### config.mk
export PLATFORM = sky130hd
export DESIGN_NAME = dfa_token_lexer_flat
export DESIGN_NICKNAME = d
export VERILOG_FILES = /design/src/sv/dtl_pkg.sv /design/src/sv/dtl_if.sv /design/src/sv/dtl_rqueue.sv /design/src/sv/dtl_core.sv /design/src/sv/dfa_token_lexer.sv /design/src/flat_wrapper.sv
export SDC_FILE = /design/constraint.sdc
export NUM_CORES = 1
export LEC_CHECK = 0
export BUFFER_PORTS_ARGS = -buffer_cell sky130_fd_sc_hd__buf_2
export CORE_UTILIZATION = 60
export CTS_CLUSTER_DIAMETER = 50
export CTS_CLUSTER_SIZE = 16
export DETAILED_ROUTE_END_ITERATION = 8
export GPL_ROUTABILITY_DRIVEN = 0
export PLACE_DENSITY = 0.79
export SYNTH_ARGS = -nofsm -noshare
export SYNTH_HDL_FRONTEND = slang
export SYNTH_SLANG_ARGS = --single-unit
### constraint.sdc
create_clock -name clk -period 11.3 [get_ports clk]
set_input_delay 1.13 -clock clk [delete_from_list [all_inputs] [get_ports clk]]
set_output_delay 1.13 -clock clk [all_outputs]
set_load 0.01 [all_outputs]
### src/sv/dtl_pkg.sv
// Package for the DFA token lexer: token codes, keyword tables, result types.
// No dependencies; imported by every module of the lexer.
package dtl_pkg;

  // Sizing
  localparam int unsigned MAX_LENGTH    = 255;
  localparam int unsigned COUNTER_WIDTH = 16;
  localparam int unsigned LEN_W         = $clog2(MAX_LENGTH + 1);
  localparam int unsigned NKW           = 9;
  localparam int unsigned KW_MAXLEN     = 10;
  localparam int unsigned NSYM          = 9;

  // Result queue sizing
  localparam int unsigned Q_DEPTH = 4;
  localparam int unsigned Q_PTR_W = $clog2(Q_DEPTH);
  localparam int unsigned Q_CNT_W = $clog2(Q_DEPTH + 1);

  // Token codes
  localparam logic [4:0] CODE_ERR     = 5'd0;
  localparam logic [4:0] CODE_LPAREN  = 5'd1;
  localparam logic [4:0] CODE_RPAREN  = 5'd2;
  localparam logic [4:0] CODE_LBRACE  = 5'd3;
  localparam logic [4:0] CODE_RBRACE  = 5'd4;
  localparam logic [4:0] CODE_KW_BASE = 5'd5;
  localparam logic [4:0] CODE_SYM_BASE = 5'd14;
  localparam logic [4:0] CODE_IDENT   = 5'd23;
  localparam logic [4:0] CODE_STRING  = 5'd24;

  // Characters with a role of their own
  localparam logic [7:0] CH_QUOTE = 8'h22;
  localparam logic [7:0] CH_UNDER = 8'h5F;

  // Keywords, right-justified: first character sits in the highest used byte
  localparam logic [8*KW_MAXLEN-1:0] KW_TEXT [NKW] = '{
    "class", "struct", "public", "private", "protected",
    "extends", "implements", "override", "virtual"
  };
  localparam logic [3:0] KW_LEN [NKW] = '{
    4'd5, 4'd6, 4'd6, 4'd7, 4'd9, 4'd7, 4'd10, 4'd8, 4'd7
  };

  // Single-character symbols, in code order
  localparam logic [7:0] SYM_CHARS [NSYM] = '{
    ";", "*", ",", "&", "<", ">", ".", ":", "="
  };

  // One result transaction
  typedef struct packed {
    logic [4:0]  token_code;
    logic [15:0] token_ordinal;
    logic [7:0]  token_length;
    logic        is_error;
    logic        last_of_run;
  } dtl_res_t;

  // Results handed from the lexer core to the result queue in one cycle
  typedef struct packed {
    logic [1:0] cnt;
    dtl_res_t   res0;
    dtl_res_t   res1;
  } dtl_push_t;

  // Character of keyword k at position pos; zero past the end of the keyword
  function automatic logic [7:0] kw_char(int k, logic [3:0] pos);
    int sh;
    sh = int'(KW_LEN[k]) - 1 - int'(pos);
    if (sh < 0) begin
      return 8'h00;
    end
    return KW_TEXT[k][8*sh +: 8];
  endfunction

  // Clip an open-token length to the 8-bit result field
  function automatic logic [7:0] len_out(logic [LEN_W-1:0] len);
    if (32'(len) > 32'd255) begin
      return 8'hFF;
    end
    return 8'(len);
  endfunction

endpackage

### src/sv/dtl_if.sv
// Channel interfaces of the DFA token lexer: source bytes in, tokens out.
// Depends on nothing but the built-in types.
interface dtl_in_if;
  logic       valid;
  logic       ready;
  logic [7:0] char_byte;

  modport source (output valid, output char_byte, input ready);
  modport sink   (input valid, input char_byte, output ready);
endinterface

interface dtl_out_if;
  logic        valid;
  logic        ready;
  logic [4:0]  token_code;
  logic [15:0] token_ordinal;
  logic [7:0]  token_length;
  logic        is_error;
  logic        last_of_run;

  modport source (output valid, output token_code, output token_ordinal,
                  output token_length, output is_error, output last_of_run,
                  input ready);
  modport sink   (input valid, input token_code, input token_ordinal,
                  input token_length, input is_error, input last_of_run,
                  output ready);
endinterface

### src/sv/dtl_rqueue.sv
// Result queue of the DFA token lexer: takes up to two results a cycle,
// delivers one per transaction. Depends on dtl_pkg and dtl_if.
module dtl_rqueue
  import dtl_pkg::*;
(
  input  logic      clk,
  input  logic      rst_n,
  input  dtl_push_t push,
  output logic      room,
  dtl_out_if.source out_ch
);

  logic [Q_CNT_W-1:0] count_r, count_nxt;
  logic [Q_PTR_W-1:0] rd_ptr_r, rd_ptr_nxt;
  logic [Q_PTR_W-1:0] wr_ptr_r, wr_ptr_nxt;
  logic [Q_PTR_W-1:0] wr_ptr_p1;
  dtl_res_t           mem_r [Q_DEPTH];
  dtl_res_t           head;
  logic               pop;

  // Present the head entry
  assign head                 = mem_r[rd_ptr_r];
  assign out_ch.valid         = (count_r != '0);
  assign out_ch.token_code    = head.token_code;
  assign out_ch.token_ordinal = head.token_ordinal;
  assign out_ch.token_length  = head.token_length;
  assign out_ch.is_error      = head.is_error;
  assign out_ch.last_of_run   = head.last_of_run;

  assign pop  = out_ch.valid && out_ch.ready;
  assign room = (count_r <= Q_CNT_W'(Q_DEPTH - 2));

  // Advance pointers and fill count
  always_comb begin
    wr_ptr_p1  = Q_PTR_W'(wr_ptr_r + 1'b1);
    wr_ptr_nxt = Q_PTR_W'(wr_ptr_r + push.cnt);
    rd_ptr_nxt = pop ? Q_PTR_W'(rd_ptr_r + 1'b1) : rd_ptr_r;
    count_nxt  = Q_CNT_W'(count_r + push.cnt - Q_CNT_W'(pop));
  end

  always_ff @(posedge clk) begin
    if (!rst_n) begin
      count_r  <= '0;
      rd_ptr_r <= '0;
      wr_ptr_r <= '0;
    end else begin
      count_r  <= count_nxt;
      rd_ptr_r <= rd_ptr_nxt;
      wr_ptr_r <= wr_ptr_nxt;
    end
  end

  // Store pushed results
  always_ff @(posedge clk) begin
    if (push.cnt != 2'd0) begin
      mem_r[wr_ptr_r] <= push.res0;
    end
    if (push.cnt == 2'd2) begin
      mem_r[wr_ptr_p1] <= push.res1;
    end
  end

`ifndef SYNTHESIS
  a_count_bound: assert property (@(posedge clk) disable iff (!rst_n)
    count_r <= Q_CNT_W'(Q_DEPTH))
    else $error("result queue over its depth");

  a_push_room: assert property (@(posedge clk) disable iff (!rst_n)
    (push.cnt != 2'd0) |-> room)
    else $error("results pushed without room");

  a_pop_drains: assert property (@(posedge clk) disable iff (!rst_n)
    (pop && push.cnt == 2'd0) |=> (count_r == Q_CNT_W'($past(count_r) - 1'b1)))
    else $error("pop did not drain the queue");
`endif

endmodule

### src/sv/dtl_core.sv
// Lexer core of the DFA token lexer: input byte register, lexer state and
// the per-byte step that yields up to two results. Depends on dtl_pkg, dtl_if.
module dtl_core
  import dtl_pkg::*;
(
  input  logic      clk,
  input  logic      rst_n,
  dtl_in_if.sink    in_ch,
  input  logic      room,
  output dtl_push_t push
);

  localparam logic [1:0] MODE_IDLE   = 2'd0;
  localparam logic [1:0] MODE_IDENT  = 2'd1;
  localparam logic [1:0] MODE_STRING = 2'd2;
  localparam logic [1:0] MODE_HALT   = 2'd3;

  logic [7:0]               byte_r;
  logic                     full_r, full_nxt;
  logic [1:0]               mode_r, mode_nxt;
  logic [NKW-1:0]           cand_r, cand_nxt;
  logic [LEN_W-1:0]         len_r, len_nxt;
  logic [COUNTER_WIDTH-1:0] id_tot_r, id_tot_nxt;
  logic [COUNTER_WIDTH-1:0] str_tot_r, str_tot_nxt;

  logic                     advance, in_take;
  logic                     is_let, is_dig, is_spc, is_quote, is_word;
  logic                     sym_hit, sep_hit;
  logic [4:0]               sym_code, sep_code, single_code;
  logic [LEN_W-1:0]         len_inc, pos;
  logic [NKW-1:0]           keep, cand_base;
  logic                     kw_hit;
  logic [4:0]               kw_code;
  logic [COUNTER_WIDTH-1:0] id_inc, str_inc;
  logic [1:0]               n;
  logic                     err;
  dtl_res_t                 r0, r1;

  // Handshake: the byte register moves on when the queue has room for two
  assign advance     = full_r && room;
  assign in_ch.ready = !full_r || room;
  assign in_take     = in_ch.valid && in_ch.ready;
  assign full_nxt    = in_take || (full_r && !advance);

  // Classify the byte
  always_comb begin
    is_let   = (byte_r >= "A" && byte_r <= "Z") || (byte_r >= "a" && byte_r <= "z");
    is_dig   = (byte_r >= "0" && byte_r <= "9");
    is_spc   = (byte_r == " ") || (byte_r == 8'h0A) || (byte_r == 8'h09) ||
               (byte_r == 8'h0D);
    is_quote = (byte_r == CH_QUOTE);
    is_word  = is_let || is_dig || (byte_r == CH_UNDER);
    sym_hit  = 1'b0;
    sym_code = CODE_ERR;
    for (int i = 0; i < NSYM; i++) begin
      if (byte_r == SYM_CHARS[i]) begin
        sym_hit  = 1'b1;
        sym_code = 5'(CODE_SYM_BASE + i);
      end
    end
    sep_hit = 1'b1;
    unique case (byte_r)
      "(":     sep_code = CODE_LPAREN;
      ")":     sep_code = CODE_RPAREN;
      "{":     sep_code = CODE_LBRACE;
      "}":     sep_code = CODE_RBRACE;
      default: begin
        sep_code = CODE_ERR;
        sep_hit  = 1'b0;
      end
    endcase
    single_code = sym_hit ? sym_code : sep_code;
  end

  // Keyword compare at the current position, and the match at identifier end
  always_comb begin
    pos       = (mode_r == MODE_IDLE) ? '0 : len_r;
    cand_base = (mode_r == MODE_IDLE) ? '1 : cand_r;
    kw_hit    = 1'b0;
    kw_code   = CODE_IDENT;
    for (int i = 0; i < NKW; i++) begin
      keep[i] = (32'(pos) < 32'(KW_LEN[i])) && (kw_char(i, pos[3:0]) == byte_r);
      if (cand_r[i] && (32'(len_r) == 32'(KW_LEN[i]))) begin
        kw_hit  = 1'b1;
        kw_code = 5'(CODE_KW_BASE + i);
      end
    end
  end

  assign len_inc = (32'(len_r) < MAX_LENGTH) ? LEN_W'(len_r + 1'b1) : len_r;
  assign id_inc  = COUNTER_WIDTH'(id_tot_r + 1'b1);
  assign str_inc = COUNTER_WIDTH'(str_tot_r + 1'b1);

  // One lexer step
  always_comb begin
    mode_nxt    = mode_r;
    cand_nxt    = cand_r;
    len_nxt     = len_r;
    id_tot_nxt  = id_tot_r;
    str_tot_nxt = str_tot_r;
    n           = 2'd0;
    err         = 1'b0;
    r0          = '0;
    r1          = '0;
    unique case (mode_r)
      MODE_IDLE: begin
        if (is_let || byte_r == CH_UNDER) begin
          mode_nxt = MODE_IDENT;
          cand_nxt = cand_base & keep;
          len_nxt  = LEN_W'(1);
        end else if (is_dig) begin
          id_tot_nxt       = id_inc;
          r0.token_code    = CODE_IDENT;
          r0.token_ordinal = 16'(id_inc);
          r0.token_length  = 8'd1;
          r0.last_of_run   = 1'b1;
          n                = 2'd1;
        end else if (is_spc) begin
          n = 2'd0;
        end else if (sym_hit || sep_hit) begin
          r0.token_code   = single_code;
          r0.token_length = 8'd1;
          r0.last_of_run  = 1'b1;
          n               = 2'd1;
        end else if (is_quote) begin
          mode_nxt = MODE_STRING;
          len_nxt  = LEN_W'(1);
        end else begin
          err = 1'b1;
        end
      end
      MODE_IDENT: begin
        if (is_word) begin
          cand_nxt = cand_base & keep;
          len_nxt  = len_inc;
        end else if (!(is_spc || sym_hit || sep_hit || is_quote)) begin
          err = 1'b1;
        end else begin
          // Close the identifier, then handle the terminator as a fresh byte
          mode_nxt        = MODE_IDLE;
          r0.token_code   = kw_code;
          r0.token_length = len_out(len_r);
          if (!kw_hit) begin
            id_tot_nxt       = id_inc;
            r0.token_ordinal = 16'(id_inc);
          end
          if (sym_hit || sep_hit) begin
            r1.token_code   = single_code;
            r1.token_length = 8'd1;
            r1.last_of_run  = 1'b1;
            n               = 2'd2;
          end else begin
            r0.last_of_run = 1'b1;
            n              = 2'd1;
            if (is_quote) begin
              mode_nxt = MODE_STRING;
              len_nxt  = LEN_W'(1);
            end
          end
        end
      end
      MODE_STRING: begin
        len_nxt = len_inc;
        if (is_quote) begin
          mode_nxt         = MODE_IDLE;
          str_tot_nxt      = str_inc;
          r0.token_code    = CODE_STRING;
          r0.token_ordinal = 16'(str_inc);
          r0.token_length  = len_out(len_inc);
          r0.last_of_run   = 1'b1;
          n                = 2'd1;
        end
      end
      default: begin
        n = 2'd0;
      end
    endcase
    // Unrecognized byte: drop any open identifier and halt
    if (err) begin
      mode_nxt       = MODE_HALT;
      r0             = '0;
      r0.token_code  = CODE_ERR;
      r0.is_error    = 1'b1;
      r0.last_of_run = 1'b1;
      n              = 2'd1;
    end
  end

  assign push.cnt  = advance ? n : 2'd0;
  assign push.res0 = r0;
  assign push.res1 = r1;

  // Control and state registers
  always_ff @(posedge clk) begin
    if (!rst_n) begin
      full_r    <= 1'b0;
      mode_r    <= MODE_IDLE;
      cand_r    <= '1;
      len_r     <= '0;
      id_tot_r  <= '0;
      str_tot_r <= '0;
    end else begin
      full_r <= full_nxt;
      if (advance) begin
        mode_r    <= mode_nxt;
        cand_r    <= cand_nxt;
        len_r     <= len_nxt;
        id_tot_r  <= id_tot_nxt;
        str_tot_r <= str_tot_nxt;
      end
    end
  end

  // Hold the input byte
  always_ff @(posedge clk) begin
    if (in_take) begin
      byte_r <= in_ch.char_byte;
    end
  end

`ifndef SYNTHESIS
  a_halt_silent: assert property (@(posedge clk) disable iff (!rst_n)
    (mode_r == MODE_HALT) |-> (push.cnt == 2'd0))
    else $error("results pushed while halted");

  a_err_halts: assert property (@(posedge clk) disable iff (!rst_n)
    (push.cnt != 2'd0 && push.res0.is_error) |=> (mode_r == MODE_HALT))
    else $error("error result without halt");

  a_two_only_ident: assert property (@(posedge clk) disable iff (!rst_n)
    (push.cnt == 2'd2) |-> (mode_r == MODE_IDENT && !push.res0.last_of_run &&
                            push.res1.last_of_run))
    else $error("two results outside an identifier close");

  a_cnt_range: assert property (@(posedge clk) disable iff (!rst_n)
    push.cnt != 2'd3)
    else $error("bad push count");
`endif

endmodule

### src/sv/dfa_token_lexer.sv
// Top level of the DFA token lexer: byte channel in, token channel out.
// Depends on dtl_pkg, dtl_if, dtl_core and dtl_rqueue.
//
//   channel   dir  modport  payload
//   in_ch     in   sink     char_byte[7:0]
//   out_ch    out  source   token_code[4:0] token_ordinal[15:0] token_length[7:0]
//                           is_error last_of_run
//
// The byte register takes a byte at acceptance; the byte is stepped once the queue
// has room, and its results are written into the result queue before they leave.
// Throughput: one byte per cycle while the result queue has room for two;
// a byte that closes an identifier and is a symbol or bracket yields two results,
// and the single output port then sets the pace at one result per cycle.
// Reset (synchronous, rst_n low) returns the lexer to idle and empties the queue.
// A stall on out_ch fills the four-entry queue to three or four results; the
// byte register then holds its byte and in_ch.ready goes low.
module dfa_token_lexer
  import dtl_pkg::*;
(
  input  logic      clk,
  input  logic      rst_n,
  dtl_in_if.sink    in_ch,
  dtl_out_if.source out_ch
);

  dtl_push_t push;
  logic      room;

  // Lexer step on each byte
  dtl_core u_core (
    .clk   (clk),
    .rst_n (rst_n),
    .in_ch (in_ch),
    .room  (room),
    .push  (push)
  );

  // Queue results toward the output
  dtl_rqueue u_rqueue (
    .clk    (clk),
    .rst_n  (rst_n),
    .push   (push),
    .room   (room),
    .out_ch (out_ch)
  );

endmodule

### src/flat_wrapper.sv
// flat-port wrapper written by rule: the top's interface ports become plain ports
module dfa_token_lexer_flat import dtl_pkg::*;
  (clk, rst_n, in_ch_valid, in_ch_char_byte, in_ch_ready, out_ch_valid, out_ch_token_code, out_ch_token_ordinal, out_ch_token_length, out_ch_is_error, out_ch_last_of_run, out_ch_ready);
  dtl_in_if in_ch_i ();
  dtl_out_if out_ch_i ();
  input  logic clk;
  input  logic rst_n;
  input wire logic [$bits(in_ch_i.valid)-1:0] in_ch_valid;
  input wire logic [$bits(in_ch_i.char_byte)-1:0] in_ch_char_byte;
  output wire logic [$bits(in_ch_i.ready)-1:0] in_ch_ready;
  output wire logic [$bits(out_ch_i.valid)-1:0] out_ch_valid;
  output wire logic [$bits(out_ch_i.token_code)-1:0] out_ch_token_code;
  output wire logic [$bits(out_ch_i.token_ordinal)-1:0] out_ch_token_ordinal;
  output wire logic [$bits(out_ch_i.token_length)-1:0] out_ch_token_length;
  output wire logic [$bits(out_ch_i.is_error)-1:0] out_ch_is_error;
  output wire logic [$bits(out_ch_i.last_of_run)-1:0] out_ch_last_of_run;
  input wire logic [$bits(out_ch_i.ready)-1:0] out_ch_ready;
  assign in_ch_i.valid = in_ch_valid;
  assign in_ch_i.char_byte = in_ch_char_byte;
  assign in_ch_ready = in_ch_i.ready;
  assign out_ch_valid = out_ch_i.valid;
  assign out_ch_token_code = out_ch_i.token_code;
  assign out_ch_token_ordinal = out_ch_i.token_ordinal;
  assign out_ch_token_length = out_ch_i.token_length;
  assign out_ch_is_error = out_ch_i.is_error;
  assign out_ch_last_of_run = out_ch_i.last_of_run;
  assign out_ch_i.ready = out_ch_ready;
  dfa_token_lexer u_core (.clk(clk), .rst_n(rst_n), .in_ch(in_ch_i), .out_ch(out_ch_i));
endmodule
== After elaboration in Yosys (flattened, before gate mapping) ==
Memory sizes are Yosys's and may differ from the RTL's. A register that Yosys moved wholly into a read port is not among the register bits.
Index checks and enable logic that the tools add are counted.
Storage, ports and cells
  register bits after elaboration: 67
  RAM bits: 124
  word-level logic and storage cells: 310
  memories: 1
Cells by class
  $add $sub $neg: 14
  order comparisons: 20
  eq/ne operators: 54
  shift-type cells: 9
  mux-type cells: 149
  bitwise logic cells: 1
  reduce and logical (&&, ||, !) cells: 52
Memory list
  u_core.u_rqueue.mem_r: words 4, bits a word 31, rd ports 1, clocked after memory_dff 1, wr ports 2, line dtl_rqueue.sv:17  | dtl_res_t mem_r [Q_DEPTH];
Operators with widths (number)
  80-bit by 8-bit variable part select with 8-bit output (first input constant): 9
  8-bit 2-to-1 mux: 27
  5-bit 2-to-1 mux: 24
  29-bit 2-to-1 mux: 4
  16-bit 2-to-1 mux: 7
  8-bit by 6-bit equality test with 1-bit output (second input constant): 13
  29-bit one-hot mux with 3 select lines: 1
  8-bit equality test: 9
  1-bit 2-to-1 mux: 55
  8-bit by 4-bit equality test with 1-bit output (second input constant): 6
  2-bit 2-to-1 mux: 18
  16-bit by 1-bit adder with 16-bit output (second input constant): 2
  16-bit one-hot mux with 2 select lines: 1
  31-bit 2-to-1 mux: 1
  5-bit by 1-bit < comparator with 1-bit output (second input constant): 6
  9-bit 2-to-1 mux: 3
  1-bit logical AND: 25
  8-bit by 3-bit equality test with 1-bit output (second input constant): 3
  8-bit by 7-bit equality test with 1-bit output (second input constant): 3
  8-bit by 3-bit < comparator with 1-bit output (second input constant): 3
  8-bit by 4-bit < comparator with 1-bit output (second input constant): 3
  8-bit one-hot mux with 3 select lines: 1
  3-bit by 4-bit subtractor with 5-bit output (first input constant): 4
  9-bit one-hot mux with 2 select lines: 1
  other kinds (38): 70

== Logic depth before layout (Yosys ltp) ==
  word-level depth: 21
  depth in mapped cells: 18

== Cells and area by module ==
From an unflattened synthesis, not the netlist that was laid out.
Unflattened totals
  cell total of the unflattened synthesis: 1313
  area, all modules: 13369.1 µm²
By module, submodules not included
  dtl_core: times used 1, cells each 965, area each 6722.7 µm², seq. area each 1281.2 µm²
  dtl_rqueue: times used 1, cells each 348, area each 6646.4 µm², seq. area each 3903.7 µm²

== Least setup slack after synthesis ==
OpenSTA, ideal clock, no wires.
  kind: reg2reg
  start: register u_core.u_core.byte_r[6]
  end: register u_core.u_rqueue.count_r[2]
  arrival time: 3.614 ns
  data required time: 11.172 ns
  setup slack: 7.559 ns
  cell stages (with the launch flop): 19
  period minus slack after synthesis: 3.741 ns
  cell sequence: edfxtp_1 or3b_1 buf_2 nor4_4 a41oi_1 and2_1 buf_2 a311o_1 buf_4 and2_1 nor2_1 inv_1 ha_1 inv_1 ha_1 fa_1 xor2_1 xnor2_1 nor2_1
Between the ends
  cells in the longest elaborated chain, start to end: 20
  elaborated cells between the ends (all ways): 71
  classes of those cells: 2 x add/sub; 6 x order compare; 19 x eq/ne; 29 x mux; 15 x reduce/logical
Ends and longest elaborated chain
  start, declared: line dtl_core.sv:18  | logic [7:0] byte_r;
  start signal, assigned: line dtl_core.sv:217  | byte_r <= in_ch.char_byte;
  8-bit by 6-bit equality test with 1-bit output: line dtl_core.sv:56  | if (byte_r == SYM_CHARS[i]) begin
  1-bit 2-to-1 mux (9 in a row): line dtl_core.sv:56
  1-bit logical OR, on equally long branches: line dtl_core.sv:120, dtl_core.sv:147, dtl_core.sv:136
  1-bit 2-to-1 mux or 1-bit logical OR (tied branches): line dtl_core.sv:120, dtl_core.sv:136
  1-bit 2-to-1 mux or 1-bit logical OR (tied branches): line dtl_core.sv:118, dtl_core.sv:136
  1-bit 2-to-1 mux, or another cell as far along: line dtl_core.sv:111  | end else if (is_dig) begin
  1-bit 2-to-1 mux, or another cell as far along: line dtl_core.sv:107  | if (is_let || byte_r == CH_UNDER) begin
  2-bit one-hot mux with 3 select lines or 1-bit one-hot mux with 2 select lines (tied branches): line dtl_core.sv:105  | unique case (mode_r)
  2-bit 2-to-1 mux (*): line dtl_core.sv:179  | if (err) begin
  2-bit 2-to-1 mux (*): line dtl_core.sv:189  | assign push.cnt = advance ? n : 2'd0;
  3-bit by 2-bit adder with 3-bit output (*): line dtl_rqueue.sv:38  | count_nxt = Q_CNT_W'(count_r + push.cnt - Q_CNT_W'(pop));
  3-bit by 1-bit subtractor with 3-bit output (*): line dtl_rqueue.sv:38
  end signal, assigned: line dtl_rqueue.sv:47  | count_r <= count_nxt;
  end, declared: line dtl_rqueue.sv:13  | logic [Q_CNT_W-1:0] count_r, count_nxt;
Every way passes the cells marked *; elsewhere a longest branch is shown, timed or not.
A chain may end at the register's enable or synchronous reset.

==> impl_metrics.prom <==
# TYPE chip_impl_metric gauge
chip_impl_metric{name="port_buffers",unit=""} 44
chip_impl_metric{name="cts_num_sinks",unit=""} 193
chip_impl_metric{name="total_area_of_multi_input_combinational_cells",unit="µm²"} 6790
chip_impl_info{name="cts_tree",value="built"} 1
chip_impl_metric{name="final_report_max_slew_violation_count",unit=""} 0
chip_impl_info{name="timing.critical_path.cells",value="inv_1 -> a311oi_1 -> nand2_1 -> nand4_1 -> a311o_1 -> a31oi_1 -> a31oi_2 -> inv_1"} 1
chip_impl_metric{name="drt-pass1-iter-count",unit=""} 6
chip_impl_info{name="element_type_at_the_critical_path_start",value="flip-flop"} 1
chip_impl_metric{name="synth.lib_cells_used.distinct",unit=""} 89
chip_impl_metric{name="synth_seq_area_share",unit="%"} 36.6
chip_impl_metric{name="resized_after_cts",unit=""} 0
chip_impl_metric{name="share_comb_of_total_power",unit="%"} 20.9
chip_impl_metric{name="grt_overflow",unit=""} 0
chip_impl_metric{name="netSwitchingPower",unit="mW"} 0.574
chip_impl_metric{name="via_count_of_the_first_global_routing_pass",unit=""} 9745
chip_impl_metric{name="wl",unit="mm"} 31.3
chip_impl_metric{name="power.static_leakage",unit="nW"} 4.21
chip_impl_metric{name="finClkSkew",unit="ns"} 0.00904
chip_impl_metric{name="finalCriticalPeriod",unit="ns"} 5.22
chip_impl_info{name="post_synth_most_frequent_cells",value="157 x sky130_fd_sc_hd__dfxtp_1, 105 x sky130_fd_sc_hd__nand2_1, 97 x sky130_fd_sc_hd__nor2_1"} 1
chip_impl_info{name="worstSetupEndpointType",value="flip-flop"} 1
chip_impl_metric{name="initial_utilization",unit="%"} 61.6
chip_impl_metric{name="drt_iter0_drc",unit=""} 1062
chip_impl_metric{name="timing.max_slew.rel_slack",unit="%"} 15.8
chip_impl_info{name="yosysMostFrequentCell",value="sky130_fd_sc_hd__dfxtp_1"} 1
chip_impl_info{name="synth.area.top_cells",value="sky130_fd_sc_hd__dfxtp_1 27%, sky130_fd_sc_hd__edfxtp_1 9.4%, sky130_fd_sc_hd__mux4_2 6.0%"} 1
chip_impl_info{name="clockRootBuffer",value="sky130_fd_sc_hd__clkbuf_16"} 1
chip_impl_metric{name="hold_buffers",unit=""} 0
chip_impl_metric{name="setup_viol_count_final",unit=""} 0
chip_impl_info{name="rsz0062_at_grt",value="false"} 1
chip_impl_metric{name="boundaryPins",unit=""} 45
chip_impl_info{name="status",value="completed"} 1
chip_impl_info{name="synth_top_area_cell",value="sky130_fd_sc_hd__dfxtp_1"} 1
chip_impl_metric{name="layout.core_utilization",unit="%"} 65.8
chip_impl_info{name="synthFlopType",value="sky130_fd_sc_hd__dfxtp_1"} 1
chip_impl_metric{name="synth_area_per_cell",unit="µm²"} 8.85
chip_impl_metric{name="global_route.usage.total",unit="%"} 32.6
chip_impl_metric{name="maxClockFrequency",unit="MHz"} 191
chip_impl_metric{name="syn-cell-area",unit="µm²"} 11600
chip_impl_metric{name="synth-warning-count",unit=""} 0
chip_impl_metric{name="grt_pass1_wl",unit="mm"} 51.1
chip_impl_metric{name="sw_frac_of_total",unit="%"} 33.0
chip_impl_metric{name="die_height",unit="µm"} 141
chip_impl_metric{name="design_area",unit="µm²"} 12400
chip_impl_metric{name="max_cap_viols",unit=""} 0
chip_impl_metric{name="worstSkewPairLatency",unit="ns"} 0.46
chip_impl_metric{name="routed_wire_length_per_instance",unit="µm"} 20.5
chip_impl_metric{name="post_layout_net_count",unit=""} 1316
chip_impl_metric{name="synth_cells",unit=""} 1305
chip_impl_metric{name="finalWorstSetupSlack",unit="ns"} 6.08
chip_impl_metric{name="antenna_violating_nets_post_route",unit=""} 0
chip_impl_metric{name="drt_drc_violations_left",unit=""} 0
chip_impl_metric{name="setup_tns",unit="ns"} 0
chip_impl_metric{name="detail_route.vias_per_cell",unit=""} 6.78
chip_impl_metric{name="antenna_found_initial",unit=""} 0
chip_impl_metric{name="synth_largest_type_area_fraction",unit="%"} 27.2
chip_impl_metric{name="synth-edff-count",unit=""} 36
chip_impl_metric{name="cts_buffer_depth",unit=""} 2
chip_impl_metric{name="core-area",unit="µm²"} 18800
chip_impl_info{name="critPathMostFrequentCell",value="sky130_fd_sc_hd__inv_1"} 1
chip_impl_metric{name="synth.ff_latch_count",unit=""} 193
chip_impl_info{name="timing.setup.critical_path_class",value="flip-flop to flip-flop"} 1
chip_impl_metric{name="mappedNetlistNets",unit=""} 1339
chip_impl_metric{name="final_min_period_over_clock_period",unit="%"} 46.2
chip_impl_metric{name="critPathMaxFanout",unit=""} 22
chip_impl_metric{name="crit_required",unit="ns"} 11.42
chip_impl_metric{name="route.vias.total",unit=""} 10400
chip_impl_metric{name="preCtsSetupSlack",unit="ns"} 6.26
chip_impl_metric{name="layout-drive-gt1-share",unit="%"} 11.3
chip_impl_metric{name="cts_post_setup_buffers_inserted",unit=""} 0
chip_impl_info{name="cell_class_contributing_the_biggest_share_of_worst_path_delay",value="compound AO/OA/AOI/OAI gates"} 1
chip_impl_metric{name="internal-power",unit="mW"} 1.17
chip_impl_info{name="worst_path_max_delay_cell",value="sky130_fd_sc_hd__a31oi_2"} 1
chip_impl_metric{name="timing.final.hold_violations",unit=""} 0
chip_impl_metric{name="share_seq_of_total_power",unit="%"} 44.2
chip_impl_metric{name="cp_num_buf_inv",unit=""} 2
chip_impl_metric{name="placement_rows",unit=""} 50
chip_impl_metric{name="antennaDiodeCount",unit=""} 0
chip_impl_metric{name="worstMarginPinSlew",unit="ns"} 1.26
chip_impl_metric{name="fin_worst_hold_slack",unit="ns"} 0.460
chip_impl_metric{name="cp_data_arrival_time",unit="ns"} 5.34
chip_impl_metric{name="numCtsBuffers",unit=""} 17
chip_impl_metric{name="cts.reportedPaths.clkPinSlew",unit="ns"} 0.08
chip_impl_metric{name="fraction_of_power_consumed_by_the_clock_network",unit="%"} 34.9
chip_impl_metric{name="synth-async-reset-ratio",unit="%"} 0
chip_impl_metric{name="cpPeakStageDelay",unit="ns"} 1.02
chip_impl_metric{name="dpl-instance-area",unit="µm²"} 11800
chip_impl_info{name="holdCritPathClass",value="flip-flop to flip-flop"} 1
chip_impl_metric{name="area_growth_syn_to_layout",unit="%"} 6.93
chip_impl_metric{name="power_density",unit="nW/µm²"} 141
chip_impl_metric{name="die_width",unit="µm"} 141
chip_impl_metric{name="fillerInstances",unit=""} 1504
chip_impl_metric{name="timing.reg2reg.setup_slack",unit="ns"} 6.08
chip_impl_metric{name="die_area",unit="µm²"} 19800
chip_impl_metric{name="maximum_vdd_drop",unit="V"} 0.000113
chip_impl_metric{name="ctsHtreeMaxLevel",unit=""} 4
chip_impl_metric{name="sequential_cell_area",unit="µm²"} 4230
chip_impl_metric{name="dp_hpwl",unit="mm"} 21.6
chip_impl_metric{name="largest_net_degree_at_the_start_of_global_routing",unit=""} 39
==> through the flow <==
stage	std cells	power [mW]
after floorplan	1305	1.04
after global placement	1497	1.13
after detailed placement	1497	1.14
after CTS	1529	1.74
after global routing	1529	1.81
final	1529	1.74
==> area by class of cell <==
cell class | count | area share [%]
Clock buffer | 18 | 3.55
Clock inverter | 14 | 1.29
Tap cell | 234 | 2.37
Timing Repair Buffer | 57 | 2.57
Sequential cell | 193 | 34.2
Inverter | 36 | 1.09
Multi-Input combinational cell | 977 | 54.9
==> worst register-to-register path, delay by kind of cell, from the launching register on <==
kind	cells	cell delay, ns
simple gates	2	0.70
compound gates	4	2.51
buf+inv	2	0.82
flops	1	0.86
==> path summary, 6_finish.rpt <==
check	from	end	cells after the start
hold / removal	u_core.u_rqueue.mem_r[1][8]	u_core.u_rqueue.mem_r[1][8]	2
setup reg to reg	u_core.u_core.byte_r[0]	u_core.u_rqueue.mem_r[1][30]	8
hold reg to reg	u_core.u_rqueue.mem_r[1][8]	u_core.u_rqueue.mem_r[1][8]	2
setup / recovery	u_core.u_core.byte_r[0]	u_core.u_rqueue.mem_r[1][30]	8
==> flip-flops by register name (all words and copies together), names as in the netlist, 2 cells and up, named ones only <==
| name | count |
|---|---|
| u_core.u_rqueue.wr_ptr_r | 2 |
| u_core.u_rqueue.mem_r | 124 |
| u_core.u_core.id_tot_r | 16 |
| u_core.u_core.str_tot_r | 16 |
| u_core.u_rqueue.rd_ptr_r | 2 |
| u_core.u_core.cand_r | 9 |
| u_core.u_core.mode_r | 2 |
| u_core.u_core.byte_r | 8 |
| u_core.u_core.len_r | 8 |
| u_core.u_rqueue.count_r | 3 |
==> cell usage in the layout (no fill, tap or decap), types with 9 or more instances in the layout <==
master / synthesis / layout
sky130_fd_sc_hd__o211ai_1: 24 / 24
sky130_fd_sc_hd__nand2_1: 105 / 105
sky130_fd_sc_hd__nor3_1: 31 / 31
sky130_fd_sc_hd__xnor2_1: 51 / 51
sky130_fd_sc_hd__nand3_1: 60 / 60
sky130_fd_sc_hd__nand4_1: 10 / 10
sky130_fd_sc_hd__o2bb2ai_1: 64 / 64
sky130_fd_sc_hd__a31oi_1: 18 / 18
sky130_fd_sc_hd__nand2b_1: 13 / 13
sky130_fd_sc_hd__o22ai_1: 26 / 26
sky130_fd_sc_hd__o21ai_0: 88 / 88
sky130_fd_sc_hd__edfxtp_1: 36 / 36
sky130_fd_sc_hd__mux4_2: 31 / 31
sky130_fd_sc_hd__nor4_1: 9 / 9
sky130_fd_sc_hd__and3_1: 11 / 11
sky130_fd_sc_hd__a22oi_1: 18 / 18
sky130_fd_sc_hd__nor2_1: 97 / 97
sky130_fd_sc_hd__buf_4: 3 / 13
sky130_fd_sc_hd__clkbuf_16: 0 / 17
sky130_fd_sc_hd__nor2b_1: 16 / 16
sky130_fd_sc_hd__buf_2: 14 / 44
sky130_fd_sc_hd__xor2_1: 37 / 37
sky130_fd_sc_hd__or3_1: 14 / 14
sky130_fd_sc_hd__and2_1: 26 / 26
sky130_fd_sc_hd__mux2i_1: 17 / 17
sky130_fd_sc_hd__a211oi_1: 14 / 14
sky130_fd_sc_hd__ha_1: 21 / 21
sky130_fd_sc_hd__inv_1: 31 / 31
sky130_fd_sc_hd__dfxtp_1: 157 / 156
sky130_fd_sc_hd__a21oi_1: 66 / 66
==> power groups by stage <==
stage | combinational, mW | sequential (mW) | clock [mW]
final | 0.363 | 0.769 | 0.608
after global routing | 0.390 | 0.774 | 0.646
after CTS | 0.356 | 0.768 | 0.613
after detailed placement | 0.354 | 0.784 | 0
after global placement | 0.348 | 0.782 | 0
after floorplan | 0.282 | 0.757 | 0
==> per-layer routing <==
layer | up-vias | GRT usage [%] | share of wire [%]
li1 | 4812 | - | -
met5 | - | 0 | 0
met4 | 0 | 15.1 | 3.7
met1 | 4883 | 42.8 | 41
met2 | 579 | 51.8 | 47
met3 | 98 | 6.49 | 8.6
==> cell families after synthesis <==
family	count (synthesis)	share of synthesized area, %
fa+ha+maj	24	2.62
flops	193	36.6
buf+inv	135	4.71
mux	49	7.61
simple gates	426	18.5
compound gates	390	23.4
xor+xnor	88	6.67
(Power assumes the default switching activity.)
